### config.mk
export PLATFORM = sky130hd
export DESIGN_NAME = vlan_tag_match_rewrite_top
export DESIGN_NICKNAME = d
export VERILOG_FILES = /design/src/vtmr_pkg.sv /design/src/vtmr_match.sv /design/src/vtmr_rewrite.sv /design/src/vlan_tag_match_rewrite_top.sv
export SDC_FILE = /design/constraint.sdc
export NUM_CORES = 1
export LEC_CHECK = 0
export BUFFER_PORTS_ARGS = -buffer_cell sky130_fd_sc_hd__buf_2
export CELL_PAD_IN_SITES_DETAIL_PLACEMENT = 0
export CELL_PAD_IN_SITES_GLOBAL_PLACEMENT = 1
export CORE_MARGIN = 3
export CORE_UTILIZATION = 48
export CTS_CLUSTER_DIAMETER = 60
export DETAILED_ROUTE_END_ITERATION = 12
export GPL_ROUTABILITY_DRIVEN = 0
export MAX_ROUTING_LAYER = met4
export PLACE_DENSITY_LB_ADDON = 0.08
export REMOVE_ABC_BUFFERS = 1
export SLEW_MARGIN = 10
export SYNTH_ARGS = -nofsm -noshare
export SYNTH_HDL_FRONTEND = slang
export SYNTH_SLANG_ARGS = --single-unit
### constraint.sdc
create_clock -name clock -period 5.34 [get_ports clock]
set_input_delay 0.534 -clock clock [delete_from_list [all_inputs] [get_ports clock]]
set_output_delay 0.534 -clock clock [all_outputs]
set_load 0.03 [all_outputs]
### src/vtmr_pkg.sv
package vtmr_pkg;

   localparam int CSR_INDEX_W = 3;
   localparam int CSR_DATA_W  = 38;
   localparam int RULE_W      = 35;
   localparam int REWRITE_W   = 38;

   localparam logic [CSR_INDEX_W-1:0] CSR_MATCH_FLAGS     = 3'd0;
   localparam logic [CSR_INDEX_W-1:0] CSR_OUTER_RULE      = 3'd1;
   localparam logic [CSR_INDEX_W-1:0] CSR_INNER_RULE      = 3'd2;
   localparam logic [CSR_INDEX_W-1:0] CSR_INGRESS_REWRITE = 3'd3;
   localparam logic [CSR_INDEX_W-1:0] CSR_EGRESS_REWRITE  = 3'd4;

   localparam logic [1:0] TAG_NONE = 2'd0;

   typedef enum logic [1:0] {
      OP_NONE = 2'd0,
      OP_POP  = 2'd1,
      OP_PUSH = 2'd2,
      OP_SWAP = 2'd3
   } rw_op_type;

   typedef struct packed {
      logic untagged;
      logic valid;
   } match_flags_type;

   typedef struct packed {
      logic [11:0] vid_high;
      logic [11:0] vid_low;
      logic        ptag_ok;
      logic [7:0]  cos_mask;
      logic [1:0]  kind;
   } rule_type;

   typedef struct packed {
      logic [11:0] vid;
      logic [2:0]  cos;
      logic [1:0]  kind;
   } tag_type;

   typedef struct packed {
      tag_type    inner_tag;
      tag_type    outer_tag;
      logic [1:0] pop_count;
      rw_op_type  op;
   } rewrite_type;

   typedef struct packed {
      logic        direction;
      logic [1:0]  outer_type;
      logic [2:0]  outer_cos;
      logic [11:0] outer_vid;
      logic [1:0]  inner_type;
      logic [2:0]  inner_cos;
      logic [11:0] inner_vid;
   } req_type;

   typedef struct packed {
      logic        matched;
      logic [1:0]  match_depth;
      logic [1:0]  new_outer_type;
      logic [2:0]  new_outer_cos;
      logic [11:0] new_outer_vid;
      logic [1:0]  new_inner_type;
      logic [2:0]  new_inner_cos;
      logic [11:0] new_inner_vid;
      logic        push_skipped;
   } rsp_type;

   typedef struct packed {
      logic       matched;
      logic [1:0] depth;
   } match_result_type;

   typedef struct packed {
      tag_type outer_tag;
      tag_type inner_tag;
      logic    push_skipped;
   } rewrite_result_type;

endpackage

### src/vtmr_match.sv
module vtmr_match (
   input  vtmr_pkg::req_type          req,
   input  vtmr_pkg::match_flags_type  flags,
   input  vtmr_pkg::rule_type         outer_rule,
   input  vtmr_pkg::rule_type         inner_rule,
   output vtmr_pkg::match_result_type result
);
   import vtmr_pkg::*;

   function automatic logic tag_ok(rule_type r, logic [1:0] kind, logic [2:0] cos,
                                   logic [11:0] vid);
      logic ok;
      if (r.kind != kind) begin
         ok = 1'b0;
      end else if (r.cos_mask != 8'd0 && !r.cos_mask[cos]) begin
         ok = 1'b0;
      end else if (vid == 12'd0) begin
         ok = r.ptag_ok;
      end else begin
         ok = (vid >= r.vid_low) && (vid <= r.vid_high);
      end
      return ok;
   endfunction

   logic outer_ok;
   logic inner_ok;

   assign outer_ok = tag_ok(outer_rule, req.outer_type, req.outer_cos, req.outer_vid);
   assign inner_ok = tag_ok(inner_rule, req.inner_type, req.inner_cos, req.inner_vid);

   always_comb begin
      result = '0;
      if (flags.valid) begin
         if (outer_rule.kind != TAG_NONE) begin
            if (inner_rule.kind != TAG_NONE) begin
               if (outer_ok && inner_ok) begin
                  result.matched = 1'b1;
                  result.depth   = 2'd2;
               end
            end else if (outer_ok) begin
               result.matched = 1'b1;
               result.depth   = 2'd1;
            end
         end else if (flags.untagged && req.outer_type == TAG_NONE) begin
            result.matched = 1'b1;
         end
      end
   end

endmodule

### src/vtmr_rewrite.sv
module vtmr_rewrite (
   input  vtmr_pkg::req_type            req,
   input  vtmr_pkg::rewrite_type        ingress_rw,
   input  vtmr_pkg::rewrite_type        egress_rw,
   output vtmr_pkg::rewrite_result_type result
);
   import vtmr_pkg::*;

   rewrite_type rw;
   tag_type     in_outer;
   tag_type     in_inner;

   assign rw       = req.direction ? egress_rw : ingress_rw;
   assign in_outer = '{vid: req.outer_vid, cos: req.outer_cos, kind: req.outer_type};
   assign in_inner = '{vid: req.inner_vid, cos: req.inner_cos, kind: req.inner_type};

   always_comb begin
      result.outer_tag    = in_outer;
      result.inner_tag    = in_inner;
      result.push_skipped = 1'b0;
      case (rw.op)
         OP_POP: begin
            if (rw.pop_count == 2'd1) begin
               result.outer_tag = in_inner;
               result.inner_tag = '0;
            end else if (rw.pop_count == 2'd2) begin
               result.outer_tag = '0;
               result.inner_tag = '0;
            end
         end
         OP_PUSH: begin
            if (in_outer.kind == TAG_NONE) begin
               result.outer_tag = rw.outer_tag;
               result.inner_tag = rw.inner_tag;
            end else if (in_inner.kind == TAG_NONE) begin
               result.outer_tag = rw.outer_tag;
               result.inner_tag = in_outer;
            end else begin
               // two tags already present: leave frame as is
               result.push_skipped = 1'b1;
            end
         end
         default: begin
         end
      endcase
   end

endmodule

### src/vlan_tag_match_rewrite_top.sv
// Path: an accepted item is held in the input register (s1), then loaded into the
// result register, which drives rsp_valid and rsp_data.
// Throughput: one item per cycle while rsp_ready stays high; a stalled result
// holds the input register, and once both registers are full req_ready drops
// until the result is taken.
// Reset: synchronous, active high; clears valids and all config registers.
module vlan_tag_match_rewrite_top (
   input  logic                                 clock,
   input  logic                                 reset,
   input  logic                                 req_valid,
   output logic                                 req_ready,
   input  vtmr_pkg::req_type                    req_data,
   output logic                                 rsp_valid,
   input  logic                                 rsp_ready,
   output vtmr_pkg::rsp_type                    rsp_data,
   input  logic                                 csr_we,
   input  logic [vtmr_pkg::CSR_INDEX_W-1:0]     csr_index,
   input  logic [vtmr_pkg::CSR_DATA_W-1:0]      csr_wdata
);
   import vtmr_pkg::*;

   match_flags_type flags_ff,    flags_in;
   rule_type        outer_ff,    outer_in;
   rule_type        inner_ff,    inner_in;
   rewrite_type     ingress_ff,  ingress_in;
   rewrite_type     egress_ff,   egress_in;

   logic    s1_valid_ff,  s1_valid_in;
   req_type s1_data_ff,   s1_data_in;
   logic    rsp_valid_ff, rsp_valid_in;
   rsp_type rsp_data_ff,  rsp_data_in;

   logic req_accept;
   logic rsp_load;

   match_result_type   match_res;
   rewrite_result_type rw_res;

   // configuration writes
   always_comb begin
      flags_in   = flags_ff;
      outer_in   = outer_ff;
      inner_in   = inner_ff;
      ingress_in = ingress_ff;
      egress_in  = egress_ff;
      if (csr_we) begin
         unique case (csr_index)
            CSR_MATCH_FLAGS:     flags_in   = match_flags_type'(csr_wdata[1:0]);
            CSR_OUTER_RULE:      outer_in   = rule_type'(csr_wdata[RULE_W-1:0]);
            CSR_INNER_RULE:      inner_in   = rule_type'(csr_wdata[RULE_W-1:0]);
            CSR_INGRESS_REWRITE: ingress_in = rewrite_type'(csr_wdata[REWRITE_W-1:0]);
            CSR_EGRESS_REWRITE:  egress_in  = rewrite_type'(csr_wdata[REWRITE_W-1:0]);
            default: begin
            end
         endcase
      end
   end

   always_ff @(posedge clock) begin
      if (reset) begin
         flags_ff   <= '0;
         outer_ff   <= '0;
         inner_ff   <= '0;
         ingress_ff <= '0;
         egress_ff  <= '0;
      end else begin
         flags_ff   <= flags_in;
         outer_ff   <= outer_in;
         inner_ff   <= inner_in;
         ingress_ff <= ingress_in;
         egress_ff  <= egress_in;
      end
   end

   // pipeline control: input stage advances when the result stage frees up
   assign rsp_load   = s1_valid_ff && (!rsp_valid_ff || rsp_ready);
   assign req_ready  = !s1_valid_ff || rsp_load;
   assign req_accept = req_valid && req_ready;

   assign s1_valid_in  = req_accept ? 1'b1 : (rsp_load ? 1'b0 : s1_valid_ff);
   assign s1_data_in   = req_accept ? req_data : s1_data_ff;
   assign rsp_valid_in = rsp_load ? 1'b1 : (rsp_ready ? 1'b0 : rsp_valid_ff);

   vtmr_match u_match (
      .req        (s1_data_ff),
      .flags      (flags_ff),
      .outer_rule (outer_ff),
      .inner_rule (inner_ff),
      .result     (match_res)
   );

   vtmr_rewrite u_rewrite (
      .req        (s1_data_ff),
      .ingress_rw (ingress_ff),
      .egress_rw  (egress_ff),
      .result     (rw_res)
   );

   always_comb begin
      rsp_data_in = rsp_data_ff;
      if (rsp_load) begin
         rsp_data_in.matched        = match_res.matched;
         rsp_data_in.match_depth    = match_res.depth;
         rsp_data_in.new_outer_type = rw_res.outer_tag.kind;
         rsp_data_in.new_outer_cos  = rw_res.outer_tag.cos;
         rsp_data_in.new_outer_vid  = rw_res.outer_tag.vid;
         rsp_data_in.new_inner_type = rw_res.inner_tag.kind;
         rsp_data_in.new_inner_cos  = rw_res.inner_tag.cos;
         rsp_data_in.new_inner_vid  = rw_res.inner_tag.vid;
         rsp_data_in.push_skipped   = rw_res.push_skipped;
      end
   end

   always_ff @(posedge clock) begin
      if (reset) begin
         s1_valid_ff  <= 1'b0;
         rsp_valid_ff <= 1'b0;
      end else begin
         s1_valid_ff  <= s1_valid_in;
         rsp_valid_ff <= rsp_valid_in;
      end
   end

   always_ff @(posedge clock) begin
      s1_data_ff  <= s1_data_in;
      rsp_data_ff <= rsp_data_in;
   end

   assign rsp_valid = rsp_valid_ff;
   assign rsp_data  = rsp_data_ff;

   a_accept_fills_stage: assert property (@(posedge clock) disable iff (reset)
      req_accept |=> s1_valid_ff)
      else $error("accepted item not held in input stage");

   a_unmatched_depth: assert property (@(posedge clock) disable iff (reset)
      rsp_valid_ff |-> (rsp_data_ff.matched || rsp_data_ff.match_depth == 2'd0))
      else $error("nonzero depth on unmatched item");

   a_depth_range: assert property (@(posedge clock) disable iff (reset)
      rsp_valid_ff |-> rsp_data_ff.match_depth != 2'd3)
      else $error("match depth out of range");

   a_skip_keeps_tags: assert property (@(posedge clock) disable iff (reset)
      (rsp_valid_ff && rsp_data_ff.push_skipped) |->
         (rsp_data_ff.new_outer_type != TAG_NONE && rsp_data_ff.new_inner_type != TAG_NONE))
      else $error("push skipped on frame without two tags");

endmodule
# Word level (Yosys, flattened, before mapping)
# Index checks and enable logic that the tools add are counted.
[op_classes] n_bitwise=1 reduce_logical=32 n_mux=26 order_cmp=6 n_eq_ne=10
[ops] op="2-to-1 mux 34 bit" count=4
[ops] op="one-hot mux 34 bit (2 select lines)" count=1
[ops] op="2-to-1 mux 38 bit" count=1
[ops] op=">= comparator 12 bit" count=2
[ops] op="<= comparator 12 bit" count=2
[ops] op="logical NOT 12 bit" count=2
[ops] op="nonzero test 8 bit" count=2
[ops] op="2-to-1 mux 1 bit" count=15
[ops] op="AND reduction 2 bit" count=6
[ops] op="2-to-1 mux 3 bit" count=3
[ops] op="logical AND 1 bit" count=8
[ops] op="< comparator 3 x 4 -> 1 bit (second input constant)" count=2
[ops] op="nonzero test 2 bit" count=4
[ops] op="binary-select mux 1 bit (select 3 bit)" count=2
[ops] op="equality test 3 x 2 -> 1 bit (second input constant)" count=2
[ops] op="equality test 2 x 1 -> 1 bit (second input constant)" count=2
[ops] op="equality test 2 bit (second input constant)" count=2
[ops] op="logical NOT 1 bit" count=4
[ops] op="logical NOT 2 bit" count=2
[ops] op="inequality test 2 bit" count=2
[ops] op="equality test 3 x 1 -> 1 bit (second input constant)" count=1
[ops] op="equality test 3 bit (second input constant)" count=1
[ops] op="logical NOT 3 bit" count=1
[ops] op="logical OR 1 bit" count=2
[ops] op="other kinds (2)" count=2
[word_totals] word_cells=121 reg_bits=223 out_inout_bits=40 in_bits=81

# Logic depth before layout (Yosys ltp)
# Gate-level depths: netlist (run 1).
[logic_depth] ltp_word=10 depth_mapped=13 depth_no_buf=8

# Modules after synthesis
# A second synthesis (run 1) with hierarchy kept.
[hier_totals] cells_unflattened=989 hier_area_um2=11063.1
[modules_own_cells] module="vlan_tag_match_rewrite_top" n_inst=1 area_each_um2=8175.3 cells_each=611 seq_area_each_um2=5195.0
[modules_own_cells] module="vtmr_match" n_inst=1 area_each_um2=1511.4 cells_each=196 seq_area_each_um2=0.0
[modules_own_cells] module="vtmr_rewrite" n_inst=1 area_each_um2=1376.3 cells_each=182 seq_area_each_um2=0.0

# Least setup slack after synthesis (run 1)
# No wires, ideal clock.
[synth_path] path_type="input to register" start="input port rsp_ready" end="register rsp_data_ff, in the netlist rsp_data[0], enable pin" n_path_buf=0 t_arrival_ns=2.316 path_stages=2 setup_time_ns=0.438 required_time_ns=4.902 setup_slack_ns=2.586 cell_sequence="nor2b_1 nor2b_1"
[synth_between] elab_chain_cells=2
[synth_rtl] item="start: declaration" line_no="vlan_tag_match_rewrite_top.sv:14" source="input logic rsp_ready,"
[synth_rtl] item="logical OR 1 bit" line_no="vlan_tag_match_rewrite_top.sv:76" source="assign rsp_load = s1_valid_ff && (!rsp_valid_ff || rsp_ready);"
[synth_rtl] item="logical AND 1 bit" line_no="vlan_tag_match_rewrite_top.sv:76"
[synth_rtl] item="named net rsp_load" line_no="vlan_tag_match_rewrite_top.sv:34" source="logic rsp_load;"
[synth_rtl] item="end signal: assignment" line_no="vlan_tag_match_rewrite_top.sv:126" source="rsp_data_ff <= rsp_data_in;"
[synth_rtl] item="end: declaration" line_no="vlan_tag_match_rewrite_top.sv:31" source="rsp_type rsp_data_ff, rsp_data_in;"
# The timed path passes the listed nets, and every way through them passes these cells.
# A chain may end at the register's enable or synchronous reset.

==> results of run 1 <==
## area by class of cell
type	instances	share of cell area
repair buffers	133	0.05898
flip-flops and latches	223	0.4373
clock buffers	33	0.06224
well taps	270	0.02844
clock inverters	15	0.01338
multi-input cells	808	0.3829
inverters	53	0.01675
## cell usage in the layout, fill, tap and decap left out, types with 3 or more instances in the layout
cell type	count
sky130_fd_sc_hd__a21o_1	6
sky130_fd_sc_hd__a21oi_1	185
sky130_fd_sc_hd__a22oi_1	29
sky130_fd_sc_hd__buf_2	119
sky130_fd_sc_hd__buf_4	14
sky130_fd_sc_hd__bufinv_16	3
sky130_fd_sc_hd__clkbuf_1	3
sky130_fd_sc_hd__clkbuf_16	28
sky130_fd_sc_hd__clkinv_2	8
sky130_fd_sc_hd__dfxtp_1	150
sky130_fd_sc_hd__edfxtp_1	73
sky130_fd_sc_hd__ha_1	50
sky130_fd_sc_hd__inv_1	53
sky130_fd_sc_hd__mux2_2	19
sky130_fd_sc_hd__mux2i_1	22
sky130_fd_sc_hd__mux4_2	3
sky130_fd_sc_hd__nand2_1	336
sky130_fd_sc_hd__nand2b_1	3
sky130_fd_sc_hd__nand3_1	10
sky130_fd_sc_hd__nand3b_1	3
sky130_fd_sc_hd__nand4_1	10
sky130_fd_sc_hd__nor2_1	32
sky130_fd_sc_hd__nor2b_1	7
sky130_fd_sc_hd__nor3_1	3
sky130_fd_sc_hd__nor4_1	10
sky130_fd_sc_hd__o211ai_1	3
sky130_fd_sc_hd__o21ai_0	7
sky130_fd_sc_hd__o21ai_1	32
## flip-flops by register name, indices dropped and copies added (netlist names)
| signal | flops |
|---|---|
| inner_ff | 35 |
| flags_ff | 2 |
| outer_ff | 35 |
| egress_ff | 38 |
| rsp_data | 38 |
| s1_valid_ff | 1 |
| rsp_valid | 1 |
| s1_data_ff | 35 |
| ingress_ff | 38 |
## layer usage
metal	global-route usage	share of wire	up-vias
met5	-	0	-
met4	0.05822	0.021	0
met3	0.03669	0.058	38
met2	0.4041	0.46	262
met1	0.3672	0.46	4072
li1	-	-	4148
## worst max-delay path: stages, from the launching register on
cell                       delay [ns]
sky130_fd_sc_hd__edfxtp_1        1.05
sky130_fd_sc_hd__mux2i_1         0.33
sky130_fd_sc_hd__inv_1           0.07
sky130_fd_sc_hd__ha_1            0.77
sky130_fd_sc_hd__o21bai_4        0.39
sky130_fd_sc_hd__or2_1           0.63
sky130_fd_sc_hd__nand2_1         0.11
sky130_fd_sc_hd__o21ai_1         0.11
## kinds of logic after synthesis
family	after synthesis	synth area share
flip-flops	223	0.5083
multiplexers	45	0.05166
adder cells (fa/ha/maj)	50	0.06121
buffers and inverters	123	0.04933
AO/OA/AOI/OAI	283	0.1562
XOR/XNOR	2	0.001714
AND/OR/NAND/NOR	428	0.1716
## worst max path at each step
stage | startpoint | to | slack (ns) | cells past startpoint
after global routing | s1_data_ff[34] | rsp_data[15] | 1.37 | 7
after floorplan | s1_data_ff[34] | rsp_data[10] | 2.10 | 7
final | s1_data_ff[34] | rsp_data[13] | 1.71 | 7
after CTS | s1_data_ff[34] | rsp_data[12] | 1.72 | 7
after global placement | s1_data_ff[34] | rsp_data[11] | 1.83 | 7
after detailed placement | s1_data_ff[34] | rsp_data[13] | 1.75 | 7
## power breakdown
group	internal, mW	switching [mW]	total, mW
Combinational	0.116	0.211	0.327
Sequential	1.81	0.0635	1.88
Clock	1.12	0.722	1.85
==> results.cfg, run 1 <==
[worst_hold_path]
hold_path.class = input pin to register
whs_endpoint = s1_data_ff[23]
hold_path_depth = 1
hold_start = req_data[23]

[clock_network]
tritoncts.num_buffers = 26
cts_hold_buf = 0
tritoncts_num_sinks = 223
ctsResizeCount = 0
post-cts-setup-buffers = 0
clk_transition_reported_paths_ns = 0.06
tritoncts = built
clockBufferDepth = 3
cts.root.buffer_cell = sky130_fd_sc_hd__clkbuf_16
max_h_tree_level = 1
clock_latency_ns = 0.53

[route]
detail-route-antenna-nets = 0
drt-pass1-iter-count = 5
viasPerCell = 5.550
remaining_drc_errors = 0
wire_per_inst_um = 19.72
detailedRoute.firstIterationViolations = 821
postRouteWirelength_um = 30270
route.vias.total = 8520

[global_route]
grt_pass1_wl_um = 46940
grt_start_max_net_pins = 63
via_count_of_the_first_global_routing_pass = 8052
grt_antenna_before_repair = 0
grt_remaining_overflow = 0
grt_use_total = 0.2608

[worst_setup_path]
critPathMaxFanout = 22
reg2reg_setup_slack_ns = 1.71
ff2ff_path_depth = 7
crit_start_category = register
worst_r2r_startpoint = s1_data_ff[34]
crit_required_ns = 5.70
endpoint_kind = register
timing.rr.end = rsp_data[13]
arrival_time_of_the_worst_setup_path_ns = 4.00
worstSetupPathType = register to register

[pwr]
design_power_total_mw = 4.052
leak_pwr_nw = 4.381
power_density_nw_per_um2 = 341.1
max-vdd-ir-drop_mv = 0.2564

[synth]
seq_area_frac_synth = 0.5083
mappedNetlistArea_um2 = 10220
post_synthesis_register_bit_count = 223
yosys.area.top_type_share = 0.2938
synth_ff_type = sky130_fd_sc_hd__dfxtp_1
synth_edf_count = 73
synthDistinctLibCells = 53
postSynthCellCount = 1154
share_of_flip_flops_with_an_asynchronous_set_or_reset_after_synthesis = 0
post-synth-top-area-cell = sky130_fd_sc_hd__dfxtp_1
syn_area_per_cell_um2 = 8.857
synth_common_cells = sky130_fd_sc_hd__nand2_1 (336), sky130_fd_sc_hd__a21oi_1 (185), sky130_fd_sc_hd__dfxtp_1 (150)
post-synth-top-count-cell = sky130_fd_sc_hd__nand2_1
synth_warnings = 0
synth_top_cells_by_area = sky130_fd_sc_hd__dfxtp_1 (29%), sky130_fd_sc_hd__edfxtp_1 (21%), sky130_fd_sc_hd__nand2_1 (12%)

[final_layout]
design_area_um2 = 11880
final_util = 0.5778
antennaDiodeCount = 0
nFillCells = 1931
stdcell_count = 1535
area_growth_syn_to_layout_pct = 16.23
multiInputGateArea_um2 = 4549
area.sequential_um2 = 5195
nets = 1376
layout-drive-gt1-share = 0.1660

[sta]
final.period_utilization = 0.6806
tightestPinTransition_ns = 1.072
timing.clock.skew_ns = 0.01251
finalWorstPathRequiredPeriod_ns = 3.634
setup_viol_count_final = 0
final.setup.worst_slack_ns = 1.706
slew_headroom = 0.2856
finalHoldViolCount = 0
final.hold.worst_slack_ns = 0.1714
grt_setup_unrepaired = no
tns_ns = 0
highest_attainable_clock_frequency_mhz = 275.1
finalMaxSlewViolations = 0

[outcome]
status = complete, no violations

[die]
placementRows = 52
design.portCount = 121
core_region_area_um2 = 20560
design.die.area_um2 = 23080
vertical_die_dimension_um = 151.9
initial_utilization = 0.4971
die_w_um = 151.9

[job]
drv.max_cap_violation_count = 0

[place]
detailedPlace.worstSlack_ns = 1.752
buffer_ports.inserted = 120
dp_cells = 1487
placed_area_um2 = 10970
dp.final_hpwl_um = 19810
Power figures use the tool's default switching activity.
==> inputs of run 2 (changes only) <==
CORE_UTILIZATION = 44   (was 48)
clock period = 3.4 ns   (was 5.34 ns; I/O delays follow)
==> results.cfg, run 2 (synthesis gave the netlist of run 1 again) <==
[pwr]
power_density_nw_per_um2 = 520.0
design_power_total_mw = 6.399
comb_power_share = 0.089
clkPwrFrac = 0.452
leak_pwr_nw = 4.569
seq_power_share = 0.459
max-vdd-ir-drop_mv = 0.4065
netSwitchingFraction = 0.2479
p_sw_mw = 1.586
internal_cell_power_mw = 4.813

[sta]
highest_attainable_clock_frequency_mhz = 356.8
setup_viol_count_final = 0
finalHoldViolCount = 0
timing.clock.skew_ns = 0.01862
finalWorstPathRequiredPeriod_ns = 2.802
slew_headroom = 0.3139
finalMaxSlewViolations = 0
grt_setup_unrepaired = no
final.period_utilization = 0.8242
tightestPinTransition_ns = 1.029
tns_ns = 0

[worst_hold_path]
hold_path.class = input pin to register
hold_path_depth = 3
whs_endpoint = s1_valid_ff
hold_start = req_valid

[worst_setup_path]
arrival_time_of_the_worst_setup_path_ns = 3.18
endpoint_kind = register
crit_required_ns = 3.78
critPathMaxFanout = 18
ff2ff_path_depth = 7
worstSetupPathType = register to register
worst_r2r_startpoint = s1_data_ff[34]
timing.rr.end = rsp_data[9]
crit_start_category = register
reg2reg_setup_slack_ns = 0.60

[route]
routed-wl-met2_um = 14860
detailedRoute.firstIterationViolations = 622
postRouteWirelength_um = 31620
routed.top_layer = met4
remaining_drc_errors = 0
route.met3.wl_um = 1606
viasPerCell = 5.409
route.vias.total = 8616
met1_length_um = 14560
detail-route-antenna-nets = 0
drt-pass1-iter-count = 5
wire_per_inst_um = 19.85

[global_route]
grt_start_max_net_pins = 85
via_count_of_the_first_global_routing_pass = 8283
grt_pass1_wl_um = 48570
grt_antenna_before_repair = 0
grt_remaining_overflow = 0
grt_use_total = 0.2586

[final_layout]
layout-drive-gt1-share = 0.1651
final_cell_mix = sky130_fd_sc_hd__nand2_1 (336), sky130_fd_sc_hd__a21oi_1 (185), sky130_fd_sc_hd__dfxtp_1 (150), sky130_fd_sc_hd__buf_2 (119), sky130_fd_sc_hd__edfxtp_1 (73)
mostFrequentLayoutCell = sky130_fd_sc_hd__nand2_1
area_growth_syn_to_layout_pct = 20.41
antennaDiodeCount = 0
nets = 1418
design_area_um2 = 12310

[clock_network]
cts.root.buffer_cell = sky130_fd_sc_hd__clkbuf_16
tritoncts = built
cts_hold_buf = 34
clockBufferDepth = 3
max_h_tree_level = 1
clock_latency_ns = 0.54
clk_transition_reported_paths_ns = 0.07
tritoncts.num_buffers = 27
tritoncts_num_sinks = 223
post-cts-setup-buffers = 0
ctsResizeCount = 0

[outcome]
status = complete, no violations

[die]
placementRows = 55
initial_utilization = 0.4501
vertical_die_dimension_um = 158.4
core_region_area_um2 = 22710
design.portCount = 121
design.die.area_um2 = 25090
die_w_um = 158.4

[job]
drv.max_cap_violation_count = 0

[place]
buffer_ports.inserted = 120
dp.final_hpwl_um = 20360
placed_area_um2 = 11060
-- run 2: power groups by stage --
stage	Clock (mW)	Sequential, mW	Combinational [mW]
4_1_cts	2.96	2.93	0.568
3_3_place_gp	0	2.99	0.533
5_1_grt	3.07	2.94	0.629
3_5_place_dp	0	2.99	0.536
2_1_floorplan	0	3.01	0.246
6_report	2.90	2.94	0.568
-- run 2: routing by layer --
metal | vias up | track usage
met3 | 38 | 0.02963
met2 | 233 | 0.4167
met4 | 0 | 0.06186
li1 | 4242 | -
met5 | - | -
met1 | 4103 | 0.3520
-- run 2: how the worst max path moves through the flow --
stage                    from      endpoint  slack [ns]  cells past startpoint
2_1_floorplan  s1_data_ff[34]  rsp_data[10]        0.16                      7
3_3_place_gp   s1_data_ff[34]  rsp_data[11]        0.69                      7
3_5_place_dp   s1_data_ff[34]  rsp_data[15]        0.62                      7
4_1_cts        s1_data_ff[34]   rsp_data[6]        0.60                      7
5_1_grt        s1_data_ff[34]  rsp_data[15]        0.35                      7
6_report       s1_data_ff[34]   rsp_data[9]        0.60                      7
-- run 2: layout make-up --
class | instances | area [µm²]
well taps | 285 | 356.6
repair buffers | 174 | 1106
fillers | 2180 | 10400
multi-input cells | 808 | 4546
flip-flops and latches | 223 | 5195
clock buffers | 38 | 777.0
clock inverters | 12 | 127.6
inverters | 53 | 198.9
-- run 2: stage by stage --
step	util	std cells	hold WS [ns]	setup WS, ns
2_1_floorplan	-	1084	0.4091	0.1631
3_3_place_gp	0.4871	1509	0.4395	0.6886
3_5_place_dp	0.4871	1509	0.4452	0.6199
4_1_cts	0.5419	1593	0.00003758	0.5954
5_1_grt	0.5419	1593	0.007155	0.3516
6_report	0.5419	1593	0.02278	0.5977
-- run 2: critical path: stages, from the launching register on --
cell and delay, ns:
sky130_fd_sc_hd__edfxtp_1 0.55, sky130_fd_sc_hd__mux2i_1 0.27, sky130_fd_sc_hd__ha_1 0.21, sky130_fd_sc_hd__o311ai_2 0.16, sky130_fd_sc_hd__o21bai_4 0.52, sky130_fd_sc_hd__or2_1 0.69
sky130_fd_sc_hd__nand2_1 0.11, sky130_fd_sc_hd__o21ai_1 0.11
==> inputs of run 3 (changes only) <==
clock period = 2.9 ns   (was 3.4 ns; I/O delays follow)
==> results.cfg, run 3 (synthesis gave the netlist of run 1 again) <==
[die]
initial_utilization = 0.4501
vertical_die_dimension_um = 158.4
design.portCount = 121
design.die.area_um2 = 25090
die_w_um = 158.4
placementRows = 55
core_region_area_um2 = 22710

[global_route]
via_count_of_the_first_global_routing_pass = 8319
grt_remaining_overflow = 0
grt_antenna_before_repair = 0
grt_pass1_wl_um = 48960
grt_use_total = 0.2613
grt_start_max_net_pins = 76

[pwr]
power_density_nw_per_um2 = 599.8
leak_pwr_nw = 4.591
max-vdd-ir-drop_mv = 0.3832
design_power_total_mw = 7.400

[sta]
finalMaxSlewViolations = 0
tightestPinTransition_ns = 0.7145
finalWorstPathRequiredPeriod_ns = 2.367
tns_ns = 0
final.hold.worst_slack_ns = 0.03457
setup_viol_count_final = 0
grt_setup_unrepaired = no
finalHoldViolCount = 0
final.period_utilization = 0.8162
slew_headroom = 0.5237
timing.clock.skew_ns = 0.01472
highest_attainable_clock_frequency_mhz = 422.5

[worst_setup_path]
reg2reg_setup_slack_ns = 0.53
crit_start_category = register
crit_path_start = s1_data_ff[34]
crit_path_top_delay_cell = sky130_fd_sc_hd__or2_1
timing.rr.end = rsp_data[14]
arrival_time_of_the_worst_setup_path_ns = 2.63
worst_r2r_startpoint = s1_data_ff[34]
crit_required_ns = 3.17
worstSetupPathType = register to register
path_delay_family = simple AND/OR/NAND/NOR gates
endpoint_kind = register
cp.depth = 7
cp_cell_sequence = mux2i_1, inv_1, ha_1, o21bai_4, or2_1, nand2_1, o21ai_1
worstSetupEndpoint = rsp_data[14]
critPathMaxFanout = 15
cp_max_stage_delay_ns = 0.49
ff2ff_path_depth = 7
crit_buf_inv = 1

[clock_network]
clockBufferDepth = 3
cts.root.buffer_cell = sky130_fd_sc_hd__clkbuf_16
clk_transition_reported_paths_ns = 0.06
tritoncts = built
clock_latency_ns = 0.53
cts_hold_buf = 39
tritoncts_num_sinks = 223
max_h_tree_level = 1
tritoncts.num_buffers = 26
post-cts-setup-buffers = 0
ctsResizeCount = 0

[place]
dp.final_hpwl_um = 20750
buffer_ports.inserted = 120
placed_area_um2 = 11090

[final_layout]
area.sequential_um2 = 5195
antennaDiodeCount = 0
final_util = 0.5433
final_cell_mix = sky130_fd_sc_hd__nand2_1 (336), sky130_fd_sc_hd__a21oi_1 (185), sky130_fd_sc_hd__dfxtp_1 (150), sky130_fd_sc_hd__buf_2 (119), sky130_fd_sc_hd__edfxtp_1 (73)
design_area_um2 = 12340
area_growth_syn_to_layout_pct = 20.70
multiInputGateArea_um2 = 4539
mostFrequentLayoutCell = sky130_fd_sc_hd__nand2_1
nets = 1426
nFillCells = 2138
layout-drive-gt1-share = 0.1665

[job]
drv.max_cap_violation_count = 0

[route]
route.vias.total = 8583
detail-route-antenna-nets = 0
detailedRoute.firstIterationViolations = 557
drt-pass1-iter-count = 5
wire_per_inst_um = 19.83
postRouteWirelength_um = 31730
remaining_drc_errors = 0
viasPerCell = 5.364

[outcome]
status = complete, no violations

[worst_hold_path]
hold_path.class = input pin to register
[run 3: cell types whose count changed in the layout (fill, tap and decap cells not counted), sizes merged]
| cell | delta |
|---|---|
| clkbuf | -6 |
| dlygate4sd3 | +5 |
| clkinv | +6 |
| inv | -2 |
| buf | +4 |
[run 3: metal layers]
layer | wire [µm] | share of wire | vias up | global-route usage
met3 | 1703 | 0.054 | 62 | 0.03316
met1 | 14590 | 0.46 | 4017 | 0.3555
met2 | 14540 | 0.46 | 243 | 0.4153
met4 | 896 | 0.028 | 0 | 0.07046
li1 | - | - | 4261 | -
met5 | 0 | 0 | - | -
[run 3: layout make-up]
| type | instances | area share |
|---|---|---|
| Clock buffer | 32 | 0.05872 |
| Clock inverter | 16 | 0.01105 |
| Inverter | 53 | 0.01613 |
| Multi-Input combinational cell | 808 | 0.3680 |
| Sequential cell | 223 | 0.4211 |
| Tap cell | 285 | 0.02890 |
| Timing Repair Buffer | 183 | 0.09615 |
[run 3: through the flow]
step,setup slack [ns],std cells
finish,0.5331,1600
global route,0.3553,1600
CTS,0.5244,1600
detailed placement,0.5322,1513
global placement,0.5603,1513
floorplan,-0.3369,1084
[run 3: where the power goes]
part / switching [mW] / total (mW) / internal (mW)
Clock: 1.34 / 3.29 / 1.95
Sequential: 0.0961 / 3.44 / 3.34
Combinational: 0.419 / 0.675 / 0.255
Total: 1.85 / 7.40 / 5.55
[run 3: worst reg2reg max path, stage by stage, from the launching register on]
cell and delay (ns):
sky130_fd_sc_hd__edfxtp_1 0.44, sky130_fd_sc_hd__mux2i_1 0.26, sky130_fd_sc_hd__inv_1 0.06, sky130_fd_sc_hd__ha_1 0.39, sky130_fd_sc_hd__o21bai_4 0.22, sky130_fd_sc_hd__or2_1 0.49, sky130_fd_sc_hd__nand2_1 0.17, sky130_fd_sc_hd__o21ai_1 0.09
[run 3: how the worst min path moves through the flow]
stage | startpoint | endpoint | slack (ns) | cells after the start
floorplan | reset | egress_ff[0] | 0.36 | 1
global placement | egress_ff[25] | egress_ff[25] | 0.44 | 2
detailed placement | egress_ff[25] | egress_ff[25] | 0.45 | 2
CTS | csr_wdata[13] | egress_ff[13] | 0.02 | 3
global route | csr_wdata[34] | egress_ff[34] | 0.03 | 3
finish | csr_wdata[31] | ingress_ff[31] | 0.03 | 3
